`config.mk`:
```
export PLATFORM = sky130hd
export DESIGN_NAME = fgb_tile_calc
export DESIGN_NICKNAME = d
export VERILOG_FILES = /design/src/design/fgb_pkg.sv /design/src/design/fgb_tile_calc.sv
export SDC_FILE = /design/constraint.sdc
export NUM_CORES = 1
export LEC_CHECK = 0
export BUFFER_PORTS_ARGS = -buffer_cell sky130_fd_sc_hd__buf_2
export CAP_MARGIN = 40
export CORE_UTILIZATION = 50
export DETAILED_ROUTE_END_ITERATION = 8
export HOLD_SLACK_MARGIN = 0.1
export PLACE_DENSITY = 0.71
export SKIP_LAST_GASP = 1
export SLEW_MARGIN = 20
export SYNTH_ARGS = -nofsm -noshare
export SYNTH_HDL_FRONTEND = slang
export SYNTH_SLANG_ARGS = --single-unit
```
`constraint.sdc`:
```
create_clock -name clk -period 6.87 [get_ports clk]
set_input_delay 0.687 -clock clk [delete_from_list [all_inputs] [get_ports clk]]
set_output_delay 0.687 -clock clk [all_outputs]
set_load 0.01 [all_outputs]
```
`src/design/fgb_pkg.sv`:
```
// ----------------------------------------------------------------------------
// fgb_pkg
// Types, register codes and helpers shared by the face grid binning block.
// ----------------------------------------------------------------------------
package fgb_pkg;

    localparam int COORD_W = 24;
    localparam int DIFF_W  = COORD_W + 1;
    localparam int GRID_W  = 7;
    localparam int PART_W  = 14;
    localparam int IDX_W   = 21;
    localparam int CNT_W   = 16;
    localparam int TILE_W  = 12;
    localparam int SH_W    = 5;
    localparam int CFG_AW  = 3;

    localparam logic [CFG_AW-1:0] CFG_ORIGIN_X    = 3'd0;
    localparam logic [CFG_AW-1:0] CFG_ORIGIN_Y    = 3'd1;
    localparam logic [CFG_AW-1:0] CFG_ORIGIN_Z    = 3'd2;
    localparam logic [CFG_AW-1:0] CFG_TILE_SHIFT  = 3'd3;
    localparam logic [CFG_AW-1:0] CFG_GRID_WIDTH  = 3'd4;
    localparam logic [CFG_AW-1:0] CFG_GRID_HEIGHT = 3'd5;
    localparam logic [CFG_AW-1:0] CFG_GRID_DEPTH  = 3'd6;

    localparam logic [CNT_W-1:0] CNT_MAX = 16'hFFFF;

    typedef struct packed {
        logic signed [COORD_W-1:0] vert_x;
        logic signed [COORD_W-1:0] vert_y;
        logic signed [COORD_W-1:0] vert_z;
        logic                      is_sprite;
        logic                      last_vertex;
    } fgb_in_t;

    typedef struct packed {
        logic [TILE_W-1:0] tile_index;
        logic [CNT_W-1:0]  face_number;
        logic [CNT_W-1:0]  tile_faces;
        logic              index_overflow;
    } fgb_out_t;

    typedef struct packed {
        logic signed [COORD_W-1:0] origin_x;
        logic signed [COORD_W-1:0] origin_y;
        logic signed [COORD_W-1:0] origin_z;
        logic [3:0]                tile_shift;
        logic [GRID_W-1:0]         grid_width;
        logic [GRID_W-1:0]         grid_height;
        logic [GRID_W-1:0]         grid_depth;
    } fgb_cfg_t;

    // Minimum corner of one finished face.
    typedef struct packed {
        logic signed [COORD_W-1:0] min_x;
        logic signed [COORD_W-1:0] min_y;
        logic signed [COORD_W-1:0] min_z;
        logic [CNT_W-1:0]          face_number;
    } fgb_corner_t;

    // Linear tile index of one face, ready for the counter update.
    typedef struct packed {
        logic [IDX_W-1:0] idx;
        logic [CNT_W-1:0] face_number;
    } fgb_tile_req_t;

    // A grid size of zero behaves as one.
    function automatic logic [GRID_W-1:0] eff_size(input logic [GRID_W-1:0] size);
        eff_size = (size == '0) ? GRID_W'(1) : size;
    endfunction

    // Floor the offset to a tile and clamp it to the grid; below the origin gives 0.
    function automatic logic [GRID_W-1:0] axis_tile(input logic signed [DIFF_W-1:0] diff,
                                                     input logic [SH_W-1:0] sh,
                                                     input logic [GRID_W-1:0] lim);
        logic [COORD_W-1:0] pos;
        pos = diff[COORD_W-1:0] >> sh;
        if (diff[DIFF_W-1])
            axis_tile = '0;
        else if (pos > {{(COORD_W-GRID_W){1'b0}}, lim})
            axis_tile = lim;
        else
            axis_tile = pos[GRID_W-1:0];
    endfunction

endpackage

```
`src/design/fgb_tile_calc.sv`:
```
// ----------------------------------------------------------------------------
// fgb_tile_calc
// Pipeline from a face's minimum corner to its linear tile index.
// ----------------------------------------------------------------------------
module fgb_tile_calc
    import fgb_pkg::*;
#(
    parameter int COORD_FRAC_BITS = 8
) (
    input  logic          clk,
    input  logic          rst_n,
    input  fgb_cfg_t      cfg,
    input  logic          corner_valid,
    output logic          corner_stall,
    input  fgb_corner_t   corner,
    output logic          req_valid,
    input  logic          req_stall,
    output fgb_tile_req_t req
);

    logic v1_reg, v2_reg, v3_reg, v4_reg;
    logic adv1, adv2, adv3, adv4;

    logic signed [DIFF_W-1:0] dx_reg, dy_reg, dz_reg;
    logic [CNT_W-1:0]         face1_reg, face2_reg, face3_reg;
    logic [GRID_W-1:0]        tx_reg, ty_reg, tz_reg, tx3_reg;
    logic [PART_W-1:0]        part_reg;
    fgb_tile_req_t            req_reg;

    logic [GRID_W-1:0] w_eff, h_eff, d_eff;
    logic [SH_W-1:0]   sh;

    assign w_eff = eff_size(cfg.grid_width);
    assign h_eff = eff_size(cfg.grid_height);
    assign d_eff = eff_size(cfg.grid_depth);
    assign sh    = SH_W'(cfg.tile_shift) + SH_W'(COORD_FRAC_BITS);

    assign adv4 = !v4_reg || !req_stall;
    assign adv3 = !v3_reg || adv4;
    assign adv2 = !v2_reg || adv3;
    assign adv1 = !v1_reg || adv2;
    assign corner_stall = !adv1;

    always_ff @(posedge clk or negedge rst_n)
    begin
        if (!rst_n)
        begin
            v1_reg <= 1'b0;
            v2_reg <= 1'b0;
            v3_reg <= 1'b0;
            v4_reg <= 1'b0;
        end
        else
        begin
            if (adv1) v1_reg <= corner_valid;
            if (adv2) v2_reg <= v1_reg;
            if (adv3) v3_reg <= v2_reg;
            if (adv4) v4_reg <= v3_reg;
        end
    end

    always_ff @(posedge clk)
    begin
        if (adv1 && corner_valid)
        begin
            dx_reg    <= DIFF_W'(corner.min_x) - DIFF_W'(cfg.origin_x);
            dy_reg    <= DIFF_W'(corner.min_y) - DIFF_W'(cfg.origin_y);
            dz_reg    <= DIFF_W'(corner.min_z) - DIFF_W'(cfg.origin_z);
            face1_reg <= corner.face_number;
        end
        if (adv2 && v1_reg)
        begin
            tx_reg    <= axis_tile(dx_reg, sh, w_eff - GRID_W'(1));
            ty_reg    <= axis_tile(dy_reg, sh, h_eff - GRID_W'(1));
            tz_reg    <= axis_tile(dz_reg, sh, d_eff - GRID_W'(1));
            face2_reg <= face1_reg;
        end
        if (adv3 && v2_reg)
        begin
            // y*d*w + z*w + x is formed as (y*d + z)*w + x.
            part_reg  <= PART_W'(ty_reg) * PART_W'(d_eff) + PART_W'(tz_reg);
            tx3_reg   <= tx_reg;
            face3_reg <= face2_reg;
        end
        if (adv4 && v3_reg)
        begin
            req_reg.idx         <= IDX_W'(part_reg) * IDX_W'(w_eff) + IDX_W'(tx3_reg);
            req_reg.face_number <= face3_reg;
        end
    end

    assign req_valid = v4_reg;
    assign req       = req_reg;

    a_hold_when_stalled: assert property (@(posedge clk) disable iff (!rst_n)
        v4_reg && req_stall |=> v4_reg && $stable(req_reg))
        else $error("tile request changed while stalled");

    a_tiles_in_grid: assert property (@(posedge clk) disable iff (!rst_n)
        v2_reg |-> tx_reg < w_eff && ty_reg < h_eff && tz_reg < d_eff)
        else $error("tile coordinate outside grid");

    a_bubble_fills: assert property (@(posedge clk) disable iff (!rst_n)
        !v1_reg |-> !corner_stall)
        else $error("stall raised with empty first stage");

endmodule

```
==> impl_metrics.yaml <==
outcome:
  outcome: "finished clean"
hold_path:
  holdPathEnd: "face3_reg[3]"
  whs_path_depth: 0
  min_from: "face2_reg[3]"
  hold_class: "reg2reg"
global_routing:
  antenna_found_initial: 0
  grt_pass1_wl_mm: 52.3
  grt_start_max_net_pins: 68
  overflow: 0
  grt_pass1_vias: 11414
  grt.total_usage_pct: 19.5
yosys:
  synthTopCellsByCount: "inv_1, edfxtp_1, ha_1"
  synth_edf_count: 178
  async_flop_share_pct: 2.20
  syn_inst: 1553
  ys_seq_area_share_pct: 34.1
  synth_cell_types: 68
  yosysTopAreaCell: "edfxtp_1"
  syn_nets: 2014
  ys_ff_latch: 182
  synth.most_common_cell: "inv_1"
  syn_area_mm2: 0.0160
  synthFlopType: "edfxtp_1"
  synth_area_leaders: "edfxtp_1, ha_1, fa_1"
  avgSynthCellArea_um2: 10.3
  ys_warn_count: 0
  synth_top_area_share_pct: 33.5
sta:
  period_needed_ns: 5.23
  maxSlewViolCount: 0
  slew_headroom_pct: 41.0
  max_freq_ghz: 0.191
  fin_skew_ns: 0.0133
  tns_ns: 0
  worst_pin_slew_ns: 0.880
  hold_viol: 0
  rsz0062_at_grt: "false"
  period_share_pct: 76.1
  setup_viol: 0
worst_setup_path:
  path_class: "in2reg"
  endpoint_kind: "flop"
  rr_worst_depth: 14
  r2r-end: "req[36]"
  cp-start-kind: "input port"
  crit_path_max_fanout: 18
  r2r_slack_ns: 1.75
  critPathArrivalTime_ns: 5.48
  regToRegStartpoint: "part_reg[2]"
  required_ns: 7.12
placed_design:
  gp_congestion: 0.881
  numPlacedInstances: 2149
  io_buffer_count: 227
  dp_hpwl_mm: 25.2
floorplanning:
  die_y_um: 181
  initial_core_util_pct: 50.7
  ioPinCount: 228
  die-area_mm2: 0.0326
  core-area_mm2: 0.0315
  num_rows: 65
  die_x_um: 181
drt:
  drt_pass1_iterations: 5
  remaining_drc_errors: 0
  wirelength_mm: 31.0
  ant_nets: 0
  avgRoutedWirePerCell_um: 14.2
  vias: 11443
  drt-initial-drc-count: 535
  viasPerCell: 5.24
job:
  maxCapViolCount: 0
final_layout:
  largest_reg_flops: 37
  layout-drive-gt1-share_pct: 18.0
  n_antenna_cell: 0
  nNetsFinal: 2229
  area_growth_pct: 13.8
  finalNonFillerCells: 2183
cts:
  clock-sinks: 182
  root_buffer: "clkbuf_16"
  h-tree-depth: 4
  clockBufferDepth: 2
  cts_tree: "built"
  clkTransAtPathRegs_ns: 0.07
  clk_latency_ns: 0.44
  cts_buffers: 17
power:
  p_per_area_mw_per_mm2: 461
  ir_drop_mv: 0.461
  p_leak_uw: 0.00852
## per-layer routing
metal / routed length [µm] / track usage, %
met2: 15800 / 35.8
met1: 13600 / 24.0
met5: 0 / 0
met3: 1170 / 2.99
met4: 381 / 4.58
## timing repair
action,4_1_cts,5_1_grt
hold buffers,1,0
hold endpoints to repair,4,0
resized for setup,0,0
setup buffers,0,0
## cell families after synthesis
kind of cell	count (synthesis)	synth area share, %
AOI/OAI and AO/OA	287	11.8
xor gates and xnor gates	87	4.78
DFF	182	34.1
adders and majority gates	272	25.9
buffers and inverters	268	6.67
and+or+nand+nor	399	12.2
muxes	58	4.55
## metrics by stage
stage                     utilization [%]  power [µW]  setup slack [ns]  area, µm²  hold slack (ns)
final                                57.7        8370              1.64      18200            0.415
after global routing                 57.7        9240              1.30      18200            0.397
after CTS                            57.6        8430              1.67      18100            0.402
after detailed placement             55.6        7400              1.22      17500            0.405
after global placement               55.4        7150              1.37      17400            0.400
after floorplan                         -        6260              1.41      16000            0.391
## cell type report
class,instances,area [µm²]
multi-input cells,1103,9470
flip-flops and latches,182,5450
clock inverters,15,186
fillers,2687,13300
clock buffers,17,425
well taps,402,503
repair buffers,239,1280
inverters,225,845
## where the power goes
| part | total [µW] | internal (µW) | switching [µW] | leakage, µW |
|---|---|---|---|---|
| sequential | 1950 | 1790 | 155 | 0.00178 |
| clock | 992 | 523 | 469 | 0.000293 |
| combinational | 5430 | 2440 | 2990 | 0.00645 |
## how the worst max path moves through the flow
| stage | cells past startpoint | slack (ns) | from | end |
|---|---|---|---|---|
| global route | 21 | 1.30 | cfg[16] | req[36] |
| floorplan | 17 | 1.41 | cfg[17] | req[36] |
| detailed placement | 20 | 1.22 | cfg[16] | req[36] |
| finish | 20 | 1.64 | cfg[16] | req[36] |
| global placement | 18 | 1.37 | cfg[16] | req[36] |
| CTS | 20 | 1.67 | cfg[16] | req[36] |
## critical path, stage by stage
cell and delay [ns]:
buf_2 0.21, nor4_1 0.44, a21oi_1 0.29, buf_4 0.25
inv_1 0.08, nand2_1 0.07, fa_1 0.50, inv_1 0.06
fa_1 0.47, inv_1 0.05, fa_1 0.53, inv_1 0.04
ha_1 0.36, nand4_1 0.11, a21oi_1 0.06, o21ba_2 0.24
o21a_1 0.20, o41ai_2 0.32, mux2i_1 0.16, a2111oi_2 0.33
## cells in the final DEF (no fill, tap or decap), types with 5 or more instances in the layout
| master | count |
|---|---|
| a21o_1 | 26 |
| xnor2_1 | 51 |
| mux2_2 | 16 |
| nor2_1 | 66 |
| nor4_1 | 5 |
| and3_1 | 7 |
| a211oi_1 | 33 |
| mux2i_1 | 32 |
| clkbuf_16 | 17 |
| o21a_1 | 13 |
| o211ai_1 | 6 |
| nand3_1 | 18 |
| buf_2 | 227 |
| ha_1 | 175 |
| nor3_1 | 15 |
| o22ai_1 | 13 |
| xor2_1 | 36 |
| or3_1 | 7 |
| o21bai_1 | 8 |
| fa_1 | 97 |
| o21ai_0 | 50 |
| or2_2 | 10 |
| inv_1 | 225 |
| a21oi_1 | 83 |
| and2_1 | 65 |
| edfxtp_1 | 178 |
| buf_4 | 7 |
| nand2_1 | 138 |
| mux4_2 | 10 |
| a31oi_1 | 11 |
| nand4_1 | 8 |
| nor2b_1 | 39 |
| nand2b_1 | 13 |
(Power assumes the default switching activity.)
