<file path="src/design/fgb_pkg.sv">
// ----------------------------------------------------------------------------
// fgb_pkg
// Types, register codes and helpers shared by the face grid binning block.
// ----------------------------------------------------------------------------
package fgb_pkg;

    localparam int COORD_W = 24;
    localparam int DIFF_W  = COORD_W + 1;
    localparam int GRID_W  = 7;
    localparam int PART_W  = 14;
    localparam int IDX_W   = 21;
    localparam int CNT_W   = 16;
    localparam int TILE_W  = 12;
    localparam int SH_W    = 5;
    localparam int CFG_AW  = 3;

    localparam logic [CFG_AW-1:0] CFG_ORIGIN_X    = 3'd0;
    localparam logic [CFG_AW-1:0] CFG_ORIGIN_Y    = 3'd1;
    localparam logic [CFG_AW-1:0] CFG_ORIGIN_Z    = 3'd2;
    localparam logic [CFG_AW-1:0] CFG_TILE_SHIFT  = 3'd3;
    localparam logic [CFG_AW-1:0] CFG_GRID_WIDTH  = 3'd4;
    localparam logic [CFG_AW-1:0] CFG_GRID_HEIGHT = 3'd5;
    localparam logic [CFG_AW-1:0] CFG_GRID_DEPTH  = 3'd6;

    localparam logic [CNT_W-1:0] CNT_MAX = 16'hFFFF;

    typedef struct packed {
        logic signed [COORD_W-1:0] vert_x;
        logic signed [COORD_W-1:0] vert_y;
        logic signed [COORD_W-1:0] vert_z;
        logic                      is_sprite;
        logic                      last_vertex;
    } fgb_in_t;

    typedef struct packed {
        logic [TILE_W-1:0] tile_index;
        logic [CNT_W-1:0]  face_number;
        logic [CNT_W-1:0]  tile_faces;
        logic              index_overflow;
    } fgb_out_t;

    typedef struct packed {
        logic signed [COORD_W-1:0] origin_x;
        logic signed [COORD_W-1:0] origin_y;
        logic signed [COORD_W-1:0] origin_z;
        logic [3:0]                tile_shift;
        logic [GRID_W-1:0]         grid_width;
        logic [GRID_W-1:0]         grid_height;
        logic [GRID_W-1:0]         grid_depth;
    } fgb_cfg_t;

    // Minimum corner of one finished face.
    typedef struct packed {
        logic signed [COORD_W-1:0] min_x;
        logic signed [COORD_W-1:0] min_y;
        logic signed [COORD_W-1:0] min_z;
        logic [CNT_W-1:0]          face_number;
    } fgb_corner_t;

    // Linear tile index of one face, ready for the counter update.
    typedef struct packed {
        logic [IDX_W-1:0] idx;
        logic [CNT_W-1:0] face_number;
    } fgb_tile_req_t;

    // A grid size of zero behaves as one.
    function automatic logic [GRID_W-1:0] eff_size(input logic [GRID_W-1:0] size);
        eff_size = (size == '0) ? GRID_W'(1) : size;
    endfunction

    // Floor the offset to a tile and clamp it to the grid; below the origin gives 0.
    function automatic logic [GRID_W-1:0] axis_tile(input logic signed [DIFF_W-1:0] diff,
                                                     input logic [SH_W-1:0] sh,
                                                     input logic [GRID_W-1:0] lim);
        logic [COORD_W-1:0] pos;
        pos = diff[COORD_W-1:0] >> sh;
        if (diff[DIFF_W-1])
            axis_tile = '0;
        else if (pos > {{(COORD_W-GRID_W){1'b0}}, lim})
            axis_tile = lim;
        else
            axis_tile = pos[GRID_W-1:0];
    endfunction

endpackage

</file>
<file path="src/design/fgb_vertex_min.sv">
// ----------------------------------------------------------------------------
// fgb_vertex_min
// Per-axis minimum of a face's vertices (sprite: first only), face numbering.
// ----------------------------------------------------------------------------
module fgb_vertex_min
    import fgb_pkg::*;
(
    input  logic        clk,
    input  logic        rst_n,
    input  logic        in_valid,
    output logic        in_stall,
    input  fgb_in_t     in_data,
    input  logic        clr_busy,
    output logic        corner_valid,
    input  logic        corner_stall,
    output fgb_corner_t corner
);

    logic signed [COORD_W-1:0] min_x_reg, min_y_reg, min_z_reg;
    logic signed [COORD_W-1:0] min_x_next, min_y_next, min_z_next;
    logic                      start_reg;
    logic [CNT_W-1:0]          faces_reg;
    logic                      corner_vld_reg;
    fgb_corner_t               corner_reg;
    logic                      in_acc;
    logic                      keep_min;

    assign in_stall = clr_busy || (corner_vld_reg && corner_stall);
    assign in_acc   = in_valid && !in_stall;
    assign keep_min = !start_reg && in_data.is_sprite;

    always_comb
    begin
        if (start_reg)
        begin
            min_x_next = in_data.vert_x;
            min_y_next = in_data.vert_y;
            min_z_next = in_data.vert_z;
        end
        else if (keep_min)
        begin
            min_x_next = min_x_reg;
            min_y_next = min_y_reg;
            min_z_next = min_z_reg;
        end
        else
        begin
            min_x_next = (in_data.vert_x < min_x_reg) ? in_data.vert_x : min_x_reg;
            min_y_next = (in_data.vert_y < min_y_reg) ? in_data.vert_y : min_y_reg;
            min_z_next = (in_data.vert_z < min_z_reg) ? in_data.vert_z : min_z_reg;
        end
    end

    always_ff @(posedge clk or negedge rst_n)
    begin
        if (!rst_n)
        begin
            min_x_reg      <= '0;
            min_y_reg      <= '0;
            min_z_reg      <= '0;
            start_reg      <= 1'b1;
            faces_reg      <= '0;
            corner_vld_reg <= 1'b0;
        end
        else
        begin
            if (in_acc)
            begin
                min_x_reg <= min_x_next;
                min_y_reg <= min_y_next;
                min_z_reg <= min_z_next;
                start_reg <= in_data.last_vertex;
            end
            if (in_acc && in_data.last_vertex)
            begin
                faces_reg      <= faces_reg + CNT_W'(1);
                corner_vld_reg <= 1'b1;
            end
            else if (!corner_stall)
            begin
                corner_vld_reg <= 1'b0;
            end
        end
    end

    always_ff @(posedge clk)
    begin
        if (in_acc && in_data.last_vertex)
        begin
            corner_reg.min_x       <= min_x_next;
            corner_reg.min_y       <= min_y_next;
            corner_reg.min_z       <= min_z_next;
            corner_reg.face_number <= faces_reg;
        end
    end

    assign corner_valid = corner_vld_reg;
    assign corner       = corner_reg;

    a_last_makes_corner: assert property (@(posedge clk) disable iff (!rst_n)
        in_acc && in_data.last_vertex |=> corner_vld_reg)
        else $error("finished face did not produce a corner");

    a_face_count: assert property (@(posedge clk) disable iff (!rst_n)
        in_acc && in_data.last_vertex |=> faces_reg == $past(faces_reg) + CNT_W'(1))
        else $error("face counter did not advance");

    a_no_input_in_clear: assert property (@(posedge clk) disable iff (!rst_n)
        clr_busy |-> !in_acc)
        else $error("vertex taken during clearing pass");

endmodule

</file>
<file path="config.mk">
export PLATFORM = sky130hd
export DESIGN_NAME = fgb_vertex_min
export DESIGN_NICKNAME = d
export VERILOG_FILES = /design/src/design/fgb_pkg.sv /design/src/design/fgb_vertex_min.sv
export SDC_FILE = /design/constraint.sdc
export NUM_CORES = 1
export LEC_CHECK = 0
export ABC_CLOCK_PERIOD_IN_PS = 4650
export BUFFER_PORTS_ARGS = -buffer_cell sky130_fd_sc_hd__buf_2
export CELL_PAD_IN_SITES_DETAIL_PLACEMENT = 1
export CELL_PAD_IN_SITES_GLOBAL_PLACEMENT = 1
export CORE_MARGIN = 2
export CORE_UTILIZATION = 45
export CTS_BUF_LIST = sky130_fd_sc_hd__clkbuf_16
export CTS_CLUSTER_SIZE = 8
export DETAILED_ROUTE_END_ITERATION = 6
export HOLD_SLACK_MARGIN = 0.02
export MAX_ROUTING_LAYER = met4
export PLACE_DENSITY_LB_ADDON = 0.1
export SLEW_MARGIN = 0
export SYNTH_ARGS = -nofsm -noshare
export SYNTH_HDL_FRONTEND = slang
export SYNTH_SLANG_ARGS = --single-unit
</file>
<file path="constraint.sdc">
create_clock -name clk -period 4.65 [get_ports clk]
set_input_delay 0.93 -clock clk [delete_from_list [all_inputs] [get_ports clk]]
set_output_delay 0.93 -clock clk [all_outputs]
set_load 0.01 [all_outputs]
</file>
==> out/metrics.yaml, run 1 <==
drv_cap: 0
fin_crit_sh: 0.731
vdd_drop_max_uv: 262
clockRootBuffer: "clkbuf_16"
switching_power_mw: 2.00
post-place-cells: 1132
yosysTopAreaCellShare: 0.296
die_h_um: 145
dp_hpwl_mm: 14.8
multi_input_area_mm2: 0.00367
crit_arrival_ps: 3710
final.min_clock_period_ps: 3400
antenna_left: 0
p_per_area_mw_per_mm2: 559
swShare: 0.335
yosysTopAreaCell: "edfxtp_1"
startpoint: "in_data[59]"
synth-warning-count: 0
critPathKind: "input pin to flip-flop"
drive_gt1_frac: 0.349
cp-end-kind: "flip-flop"
wl_per_cell_um: 17.8
synth_area_mm2: 0.00894
fin_ws_ps: 1250
muxShareOfSynthArea: 0.144
synthFlopType: "dfrtp_1"
final_common_cell: "buf_2"
nFillCells: 2030
tns_ps: 0
die_w_um: 145
nets: 1035
regToRegSetupSlack_ps: 1470
syn_inst: 709
critical_path.max_stage_delay_ps: 560
clkLatencyLatePin_ps: 440
finalSetupViolations: 0
critical_path_depth: 9
largest_reg_flops: 88
crit_fanout: 24
power.internal_mw: 3.97
cts-buffers-inserted: 17
core_area_mm2: 0.0195
critPathLaunchType: "input pin"
synth_edf_count: 88
tightest_slew_ps: 886
hold_buffers: 0
synth_simple_gate_area_share: 0.0722
via_per_inst: 5.16
fmax_mhz: 294
start_util: 0.459
cts_buffer_depth: 2
ys_types: 55
grt_pass1_wl_mm: 34.8
antenna_found_initial: 0
synth_top_family_by_area: "multiplexers"
cp_num_buf_inv: 1
timing.rr.end: "min_x_reg[19]"
dp_slack_ps: 748
drv_slew: 0
drc: 0
r2r_start: "min_x_reg[23]"
cts_resized: 0
hp-class: "flip-flop to flip-flop"
worst_path_dominant_cell_family: "compound AO/OA/AOI/OAI gates"
htreeDepth: 4
p_comb_frac: 0.347
syn_area_per_cell_um2: 12.6
synthTopCellsByArea: "edfxtp_1 (30%), dfrtp_1 (25%), ha_1 (9.8%), mux2_4 (6.7%), mux2_2 (6.3%)"
clk_pin_slew_worst_paths_ps: 70
synth_xor_area_frac: 0.0147
wl_mm: 20.8
worst_hold_slack_ps: 452
seq_power_share: 0.402
p_leak_nw: 5.00
relSlewSlack: 0.410
path_cells: "buf_2 -> ha_1 -> a21oi_1 -> o21ai_1 -> a2111oi_2 -> a21oi_1 -> o221ai_4 -> nand2_2 -> mux2_2"
drtPass1Iterations: 4
grt_max_degree: 65
place.port_buffers: 168
num_vias: 6004
ff_latch_area_mm2: 0.00490
final_cell_mix: "buf_2 (167), dfrtp_1 (89), edfxtp_1 (88)"
cts_tree: "done"
syn_nets: 858
cp_slowest_cell: "o221ai_4"
rsz0062_at_grt: "no"
synth_fa_ha_area_frac: 0.0979
clock_skew_ps: 20.9
ios: 169
grt_overflow_total: 0
r2r_cells: 9
num_rows: 51
endpoint: "min_x_reg[19]"
grt_pass1_vias: 6664
place_congestion: 0.797
dieArea_mm2: 0.0210
p_clk_frac: 0.251
cts.sinks: 178
status: "completed"
crit_path_frequent_cell: "a21oi_1"
antenna_cells: 0
async_reset_ff_frac: 0.506
final_cells: 1164
grtUsageTotal: 0.212
post_cts.repair.setup_buffers: 0
final_hold_viol_count: 0
synth_compound_area_frac: 0.0802
yosysSeqAreaShare: 0.548
ys_ff_latch: 178
drt_iter0_markers: 176
syn_to_final_growth_pct: 19.5
cp.required_ps: 4960
-- through the flow --
stage	utilization	power, mW	cell area, µm²
2_1_floorplan	-	3.93	8940
5_1_grt	0.549	6.41	10700
4_1_cts	0.549	6.05	10700
3_3_place_gp	0.517	4.35	10100
6_report	0.549	5.97	10700
3_5_place_dp	0.517	4.51	10100
-- layout make-up --
type / count / area share
flip-flops and latches: 178 / 0.458
multi-input cells: 440 / 0.343
repair buffers: 174 / 0.0831
clock buffers: 17 / 0.0398
well taps: 265 / 0.0310
inverters: 75 / 0.0266
clock inverters: 15 / 0.0183
-- cell usage after synthesis, drive strengths merged, types with 3 or more instances --
cell type,count
xor2,6
nor4,3
inv,75
clkbuf,8
a21oi,31
nand2,82
xnor2,9
nor2,20
nand4,12
nand3,6
o21ai,60
mux2,101
dfrtp,89
nor3,3
a211oi,5
edfxtp,88
ha,70
buf,8
o21bai,3
-- logic make-up after synthesis --
| group | Yosys count |
|---|---|
| xor gates and xnor gates | 15 |
| and+or+nand+nor | 140 |
| adders and majority gates | 70 |
| buffers and inverters | 91 |
| DFF | 178 |
| AOI/OAI and AO/OA | 114 |
| muxes | 101 |
-- power groups by stage --
| stage | clock (mW) | sequential, mW | combinational, mW |
|---|---|---|---|
| after global placement | 0 | 2.39 | 1.96 |
| final | 1.50 | 2.40 | 2.07 |
| after detailed placement | 0 | 2.43 | 2.08 |
| after floorplan | 0 | 2.38 | 1.55 |
| after global routing | 1.60 | 2.46 | 2.35 |
| after CTS | 1.54 | 2.40 | 2.10 |
-- worst min-delay path by stage --
stage | endpoint | from | cells past startpoint | slack (ps)
2_1_floorplan | corner[8] | faces_reg[8] | 0 | 420
3_3_place_gp | corner[8] | faces_reg[8] | 0 | 440
3_5_place_dp | corner[8] | faces_reg[8] | 0 | 440
4_1_cts | corner[8] | faces_reg[8] | 0 | 460
5_1_grt | corner[8] | faces_reg[8] | 0 | 470
6_report | corner[8] | faces_reg[8] | 0 | 450
-- per-layer routing --
metal | routed length [µm] | track usage | part of all wire
met2 | 10400 | 0.357 | 0.50
met4 | 231 | 0.0604 | 0.011
met1 | 9400 | 0.262 | 0.45
met5 | 0 | - | 0
met3 | 728 | 0.0390 | 0.035
Power figures use the tool's default switching activity.
==> run 2, diff against run 1 <==
--- a/config.mk
+++ b/config.mk
@@ -5,12 +5,13 @@
 export SDC_FILE = /design/constraint.sdc
 export NUM_CORES = 1
 export LEC_CHECK = 0
-export ABC_CLOCK_PERIOD_IN_PS = 4650
+export ABC_AREA = 1
+export ABC_CLOCK_PERIOD_IN_PS = 2770
 export BUFFER_PORTS_ARGS = -buffer_cell sky130_fd_sc_hd__buf_2
 export CELL_PAD_IN_SITES_DETAIL_PLACEMENT = 1
 export CELL_PAD_IN_SITES_GLOBAL_PLACEMENT = 1
 export CORE_MARGIN = 2
-export CORE_UTILIZATION = 45
+export CORE_UTILIZATION = 39
 export CTS_BUF_LIST = sky130_fd_sc_hd__clkbuf_16
 export CTS_CLUSTER_SIZE = 8
 export DETAILED_ROUTE_END_ITERATION = 6
==> constraint.sdc (replaced) <==
create_clock -name clk -period 2.77 [get_ports clk]
set_input_delay 0.554 -clock clk [delete_from_list [all_inputs] [get_ports clk]]
set_output_delay 0.554 -clock clk [all_outputs]
set_load 0.01 [all_outputs]
==> run 2 against run 1 <==
- critical path depth up 5
- clock skew down 3.9 ps
- largest cell class unchanged
- count of clock-buffer cells in the layout unchanged
==> out/metrics.yaml, run 2 <==
place_congestion: 0.776  # was 0.797
clockRootBuffer: "clkbuf_16"  # unchanged
synth_edf_count: 88  # unchanged
antenna_left: 0  # unchanged
synthTopCellsByCount: "nand2_1 (325), inv_1 (197), nand3_1 (151), dfrtp_1 (89), edfxtp_1 (88)"  # was dfrtp_1 (89), edfxtp_1 (88), nand2_1 (80), inv_1 (74), ha_1 (70)
relSlewSlack: 0.480  # was 0.410
finalSetupViolations: 0  # unchanged
drv_slew: 0  # unchanged
grt_max_degree: 77  # was 65
timing.rr.end: "corner[66]"  # was min_x_reg[19]
fin_total_pwr_mw: 9.19  # was 5.97 mW
nets: 1459  # was 1035
crit_fanout: 15  # was 24
p_leak_nw: 6.10  # was 5.00 nW
via_per_inst: 4.77  # was 5.16
cp.required_ps: 2950  # was 4960 ps
hold_buffers: 1  # was 0
critPathKind: "flip-flop to flip-flop"  # was input pin to flip-flop
drt_iter0_markers: 341  # was 176
die_h_um: 163  # was 145 µm
final.min_clock_period_ps: 2470
ys_ff_latch: 178  # unchanged
largest_reg_flops: 88  # unchanged
yosysTopAreaCell: "edfxtp_1"  # unchanged
dp_hpwl_mm: 17.3  # was 14.8 mm
grtUsageTotal: 0.206  # was 0.212
final_cell_mix: "nand2_1 (325), inv_1 (196), buf_2 (167)"  # was buf_2 (167), dfrtp_1 (89), edfxtp_1 (88)
drtPass1Iterations: 4  # unchanged
cts.sinks: 178  # unchanged
synthTopCellsByArea: "edfxtp_1 (27%), dfrtp_1 (23%), nand2_1 (12%), ha_1 (8.9%), nand3_1 (7.7%)"  # was edfxtp_1 (30%), dfrtp_1 (25%), ha_1 (9.8%), mux2_4 (6.7%), mux2_2 (6.3%)
die_w_um: 163  # was 145 µm
final_common_cell: "nand2_1"  # was buf_2
synth_simple_gate_area_share: 0.290  # was 0.0722
clk_pin_slew_worst_paths_ps: 80  # was 70 ps
async_reset_ff_frac: 0.506  # unchanged
hp-class: "input pin to flip-flop"  # was flip-flop to flip-flop
grt_overflow_total: 0  # unchanged
vdd_drop_max_uv: 294  # was 262 µV
htreeDepth: 4  # unchanged
drv_cap: 0  # unchanged
synthFlopType: "dfrtp_1"  # unchanged
cts_resized: 0  # unchanged
worst_hold_slack_ps: 383  # was 452 ps
drive_gt1_frac: 0.192  # was 0.349
cts_tree: "done"  # unchanged
grt_pass1_wl_mm: 41.6  # was 34.8 mm
clock_skew_ps: 17.0  # was 20.9 ps
p_per_area_mw_per_mm2: 784  # was 559 mW/mm²
grt_pass1_vias: 8131  # was 6664
yosysTopAreaCellShare: 0.268  # was 0.296
cts_buffer_depth: 2  # unchanged
post_cts.repair.setup_buffers: 0  # unchanged
rsz0062_at_grt: "no"  # unchanged
ys_types: 30  # was 55
post-place-cells: 1620  # was 1132
fmax_mhz: 404
synth_fa_ha_area_frac: 0.0888  # was 0.0979
cp-end-kind: "flip-flop"  # unchanged
holdPathEnd: "corner_valid"  # was corner[8]
cts-buffers-inserted: 17  # unchanged
antenna_found_initial: 3  # was 0
final_cells: 1656  # was 1164
crit_arrival_ps: 2660  # was 3710 ps
final_hold_viol_count: 0  # unchanged
tns_ps: 0  # unchanged
synth_area_mm2: 0.00986  # was 0.00894 mm²
dp_slack_ps: -6.22  # was 748 ps
syn_nets: 1288  # was 858
muxShareOfSynthArea: 0  # was 0.144
regToRegSetupSlack_ps: 300  # was 1470 ps
num_rows: 58  # was 51
wl_per_cell_um: 15.4  # was 17.8 µm
synth_compound_area_frac: 0.0142  # was 0.0802
clkLatencyLatePin_ps: 440  # about the same
ios: 169  # unchanged
start_util: 0.394  # was 0.459
wl_mm: 25.5  # was 20.8 mm
critPathLaunchType: "flip-flop"  # was input pin
syn_area_per_cell_um2: 8.66  # was 12.6 µm²
status: "completed"  # unchanged
syn_to_final_growth_pct: 19.0  # was 19.5%
drc: 0  # unchanged
synth_most_common_cell: "nand2_1"  # was dfrtp_1
fin_ws_ps: 296  # was 1250 ps
yosysSeqAreaShare: 0.497  # was 0.548
syn_inst: 1139  # was 709
r2r_cells: 14  # was 9
core_area_mm2: 0.0250  # was 0.0195 mm²
num_vias: 7895  # was 6004
r2r_start: "min_x_reg[23]"  # unchanged
min-delay-start: "corner_stall"  # was faces_reg[8]
synth-warning-count: 0  # unchanged
fin_crit_sh: 0.893
synth_xor_area_frac: 0.0133  # was 0.0147
place.port_buffers: 168  # unchanged
hold_depth: 3  # was 0
synth_top_family_by_area: "simple AND/OR/NAND/NOR gates"  # was multiplexers
tightest_slew_ps: 780  # was 886 ps
dieArea_mm2: 0.0266  # was 0.0210 mm²
run 2: metrics by stage:
| stage | util | area [µm²] |
|---|---|---|
| after floorplan | - | 9860 |
| after global placement | 0.444 | 11100 |
| after detailed placement | 0.444 | 11100 |
| after CTS | 0.468 | 11700 |
| after global routing | 0.468 | 11700 |
| final | 0.468 | 11700 |
run 2: cell type report:
cell class | instances | area, µm²
fill | 3059 | 13300
antenna | 3 | 7.51
inverter | 198 | 743
timing repair buffer | 187 | 1080
sequential | 178 | 4900
multi-input combinational | 728 | 4010
clock inverter | 15 | 161
clock buffer | 17 | 425
tap | 330 | 413
run 2: cells by family after synthesis:
family	after synthesis
fa+ha+maj	70
xor+xnor	15
flops	178
buf+inv	233
compound gates	27
simple gates	616
run 2: how the worst max path moves through the flow:
stage	from	endpoint	depth (start not counted)
5_1_grt	min_x_reg[23]	corner[66]	14
2_1_floorplan	clr_busy	faces_reg[13]	9
3_3_place_gp	in_data[73]	corner[67]	14
6_report	min_x_reg[23]	corner[66]	14
3_5_place_dp	in_data[73]	corner[70]	14
4_1_cts	min_x_reg[23]	corner[66]	14
run 2: per-layer routing:
metal  GRT usage  routed length, µm  part of all wire
met5           -                  0                 0
met4      0.0531                323             0.013
met3      0.0354                952             0.037
met2       0.336              12000              0.47
met1       0.267              12200              0.48
run 2: worst max-delay path, stage by stage, from the launching register on:
cell,delay (ps)
dfrtp_1,370
inv_1,50
ha_1,340
nand2_1,90
nor2_1,130
and2_1,160
nand2_1,70
nor2_1,80
nand2_1,80
nand2_1,110
nand2_1,100
nand3_4,90
buf_4,250
nand3_1,110
and2_1,200
run 2: where the power goes:
group	switching [mW]	internal, mW	total (mW)
sequential	0.245	3.37	3.61
clock	1.23	1.21	2.44
combinational	1.91	1.23	3.14
total	3.39	5.81	9.19
==> run 3, diff against run 2 <==
--- a/config.mk
+++ b/config.mk
@@ -6,12 +6,11 @@
 export NUM_CORES = 1
 export LEC_CHECK = 0
 export ABC_AREA = 1
-export ABC_CLOCK_PERIOD_IN_PS = 2770
+export ABC_CLOCK_PERIOD_IN_PS = 2900
 export BUFFER_PORTS_ARGS = -buffer_cell sky130_fd_sc_hd__buf_2
 export CELL_PAD_IN_SITES_DETAIL_PLACEMENT = 1
 export CELL_PAD_IN_SITES_GLOBAL_PLACEMENT = 1
-export CORE_MARGIN = 2
-export CORE_UTILIZATION = 39
+export CORE_UTILIZATION = 46
 export CTS_BUF_LIST = sky130_fd_sc_hd__clkbuf_16
 export CTS_CLUSTER_SIZE = 8
 export DETAILED_ROUTE_END_ITERATION = 6
==> constraint.sdc (replaced) <==
create_clock -name clk -period 2.9 [get_ports clk]
set_input_delay 0.58 -clock clk [delete_from_list [all_inputs] [get_ports clk]]
set_output_delay 0.58 -clock clk [all_outputs]
set_load 0.01 [all_outputs]
==> run 3 against run 2 <==
- clock skew decreased by 2.1 ps
- via count increased by 0.49%
- global-route usage increased by 5.1 points
- critical path type unchanged
- count of clock-buffer cells in the layout unchanged
- worst setup slack improved by 110 ps
- highest routed layer unchanged
- die area decreased by 17%
- critical endpoint unchanged
- utilization increased by 8.5 points
==> out/metrics.yaml, run 3 (synthesis results as in run 2) <==
syn_to_final_growth_pct: 18.1  # was 19.0%
wl_per_cell_um: 16.4  # was 15.4 µm
path_cells: "inv_1 -> ha_1 -> nand2_1 -> nor2_1 -> and2_1 -> nand2_1 -> nor2_1 -> nand2_1 -> nand3_1 -> nand3_4 -> nand2_4 -> nand2_1 -> and2_1"  # was inv_1 -> ha_1 -> nand2_1 -> nor2_1 -> and2_1 -> nand2_1 -> nor2_1 -> nand2_1 -> nand2_1 -> nand2_1 -> nand3_4 -> buf_4 -> nand3_1 -> and2_1
p_leak_nw: 6.10  # about the same
grtUsageTotal: 0.257  # was 0.206
dp_hpwl_mm: 17.7  # was 17.3 mm
post_cts.repair.setup_buffers: 0  # unchanged
drive_gt1_frac: 0.190  # was 0.192
antenna_left: 0  # unchanged
htreeDepth: 4  # unchanged
status: "completed"  # unchanged
hp-class: "input pin to async pin"  # was input pin to flip-flop
p_per_area_mw_per_mm2: 769  # was 784 mW/mm²
crit_fanout: 23  # was 15
crit_path_frequent_cell: "nand2_1"  # unchanged
fin_crit_sh: 0.858  # was 0.893
clkLatencyLatePin_ps: 440  # about the same
final_cell_mix: "nand2_1 (325), inv_1 (196), buf_2 (167)"  # unchanged
die_w_um: 148  # was 163 µm
hold_buffers: 0  # was 1
fmax_mhz: 402  # was 404 MHz
crit_arrival_ps: 2680  # was 2660 ps
nets: 1455  # was 1459
drv_slew: 0  # unchanged
drtPass1Iterations: 5  # was 4
wl_mm: 26.1  # was 25.5 mm
cts_tree: "done"  # unchanged
antenna_found_initial: 1  # was 3
tns_ps: 0  # unchanged
grt_overflow_total: 0  # unchanged
swShare: 0.366  # was 0.368
cts-buffers-inserted: 17  # unchanged
grt_pass1_wl_mm: 42.4  # was 41.6 mm
cts.sinks: 178  # unchanged
clk_pin_slew_worst_paths_ps: 80  # about the same
nFillCells: 2576  # was 3059
cp_num_buf_inv: 1  # was 2
final_hold_viol_count: 0  # unchanged
cp-end-kind: "flip-flop"  # unchanged
clock_skew_ps: 14.9  # was 17.0 ps
power.internal_mw: 5.68  # was 5.81 mW
critPathKind: "flip-flop to flip-flop"  # unchanged
start_util: 0.469  # was 0.394
grt_max_degree: 77  # unchanged
cp.required_ps: 3100  # was 2950 ps
num_vias: 7934  # was 7895
place_congestion: 0.756  # was 0.776
via_per_inst: 4.97  # was 4.77
worst_path_dominant_cell_family: "simple AND/OR/NAND/NOR gates"  # unchanged
critPathLaunchType: "flip-flop"  # unchanged
ios: 169  # unchanged
p_comb_frac: 0.333  # was 0.342
seq_power_share: 0.388  # was 0.393
drc: 0  # unchanged
rsz0062_at_grt: "no"  # unchanged
relSlewSlack: 0.561  # was 0.480
cts_resized: 0  # unchanged
clockRootBuffer: "clkbuf_16"  # unchanged
drt_iter0_markers: 341  # unchanged
critical_path.max_stage_delay_ps: 360  # was 370 ps
grt_pass1_vias: 8352  # was 8131
num_rows: 53  # was 58
switching_power_mw: 3.28  # was 3.39 mW
cp_slowest_cell: "dfrtp_1"  # unchanged
fin_util: 0.554  # was 0.468
tightest_slew_ps: 659  # was 780 ps
vdd_drop_max_uv: 394  # was 294 µV
finalSetupViolations: 0  # unchanged
dieArea_mm2: 0.0220  # was 0.0266 mm²
die_h_um: 148  # was 163 µm
core_area_mm2: 0.0210  # was 0.0250 mm²
place.port_buffers: 168  # unchanged
final_common_cell: "nand2_1"  # unchanged
drv_cap: 0  # unchanged
final.min_clock_period_ps: 2490  # was 2470 ps
p_clk_frac: 0.279  # was 0.265
largest_reg_flops: 88  # unchanged
cts_buffer_depth: 2  # unchanged
-- run 3: layout make-up --
| class | count | area (µm²) | share of cell area |
|---|---|---|---|
| antenna | 1 | 2.50 | 0.000215 |
| inverter | 198 | 743 | 0.0638 |
| tap | 275 | 344 | 0.0296 |
| clock buffer | 17 | 425 | 0.0365 |
| multi-input combinational | 728 | 4010 | 0.344 |
| timing repair buffer | 183 | 1010 | 0.0864 |
| clock inverter | 15 | 218 | 0.0187 |
| sequential | 178 | 4900 | 0.421 |
-- run 3: path summary, 6_finish.rpt --
| kind | cells past startpoint | endpoint | slack [ps] | start |
|---|---|---|---|---|
| worst min-delay path | 1 | min_x_reg[19] | 120 | rst_n |
| max in group asynchronous | 2 | start_reg | 1930 | rst_n |
| worst min register to register | 0 | corner[5] | 460 | faces_reg[5] |
| worst max-delay path | 13 | corner[66] | 410 | min_x_reg[23] |
| worst max register to register | 13 | corner[66] | 410 | min_x_reg[23] |
| min in group clk | 0 | corner[5] | 460 | faces_reg[5] |
-- run 3: layer usage --
layer | part of all wire | routed length [µm] | up-vias | GRT usage
li1 | - | - | 3920 | -
met1 | 0.45 | 11600 | 3831 | 0.319
met3 | 0.043 | 1120 | 14 | 0.0451
met5 | 0 | 0 | - | -
met2 | 0.50 | 13100 | 169 | 0.436
met4 | 0.0092 | 240 | 0 | 0.0608
-- run 3: stage by stage --
step | cells | setup WS, ps | total power [mW] | hold WS [ps] | cell area, µm²
final | 1595 | 411 | 8.96 | 125 | 11600
after global routing | 1595 | 216 | 9.58 | 148 | 11600
after CTS | 1594 | 366 | 9.04 | 121 | 11600
after detailed placement | 1562 | 70.4 | 6.49 | 434 | 11000
after global placement | 1562 | 189 | 6.31 | 430 | 11000
after floorplan | 1139 | 176 | 5.65 | 284 | 9860
-- run 3: power groups by stage --
| stage | logic (mW) | registers, mW | clock network, mW |
|---|---|---|---|
| global route | 3.44 | 3.52 | 2.63 |
| floorplan | 2.16 | 3.49 | 0 |
| global placement | 2.83 | 3.49 | 0 |
| detailed placement | 2.97 | 3.51 | 0 |
| finish | 2.98 | 3.47 | 2.50 |
| CTS | 3.02 | 3.47 | 2.54 |
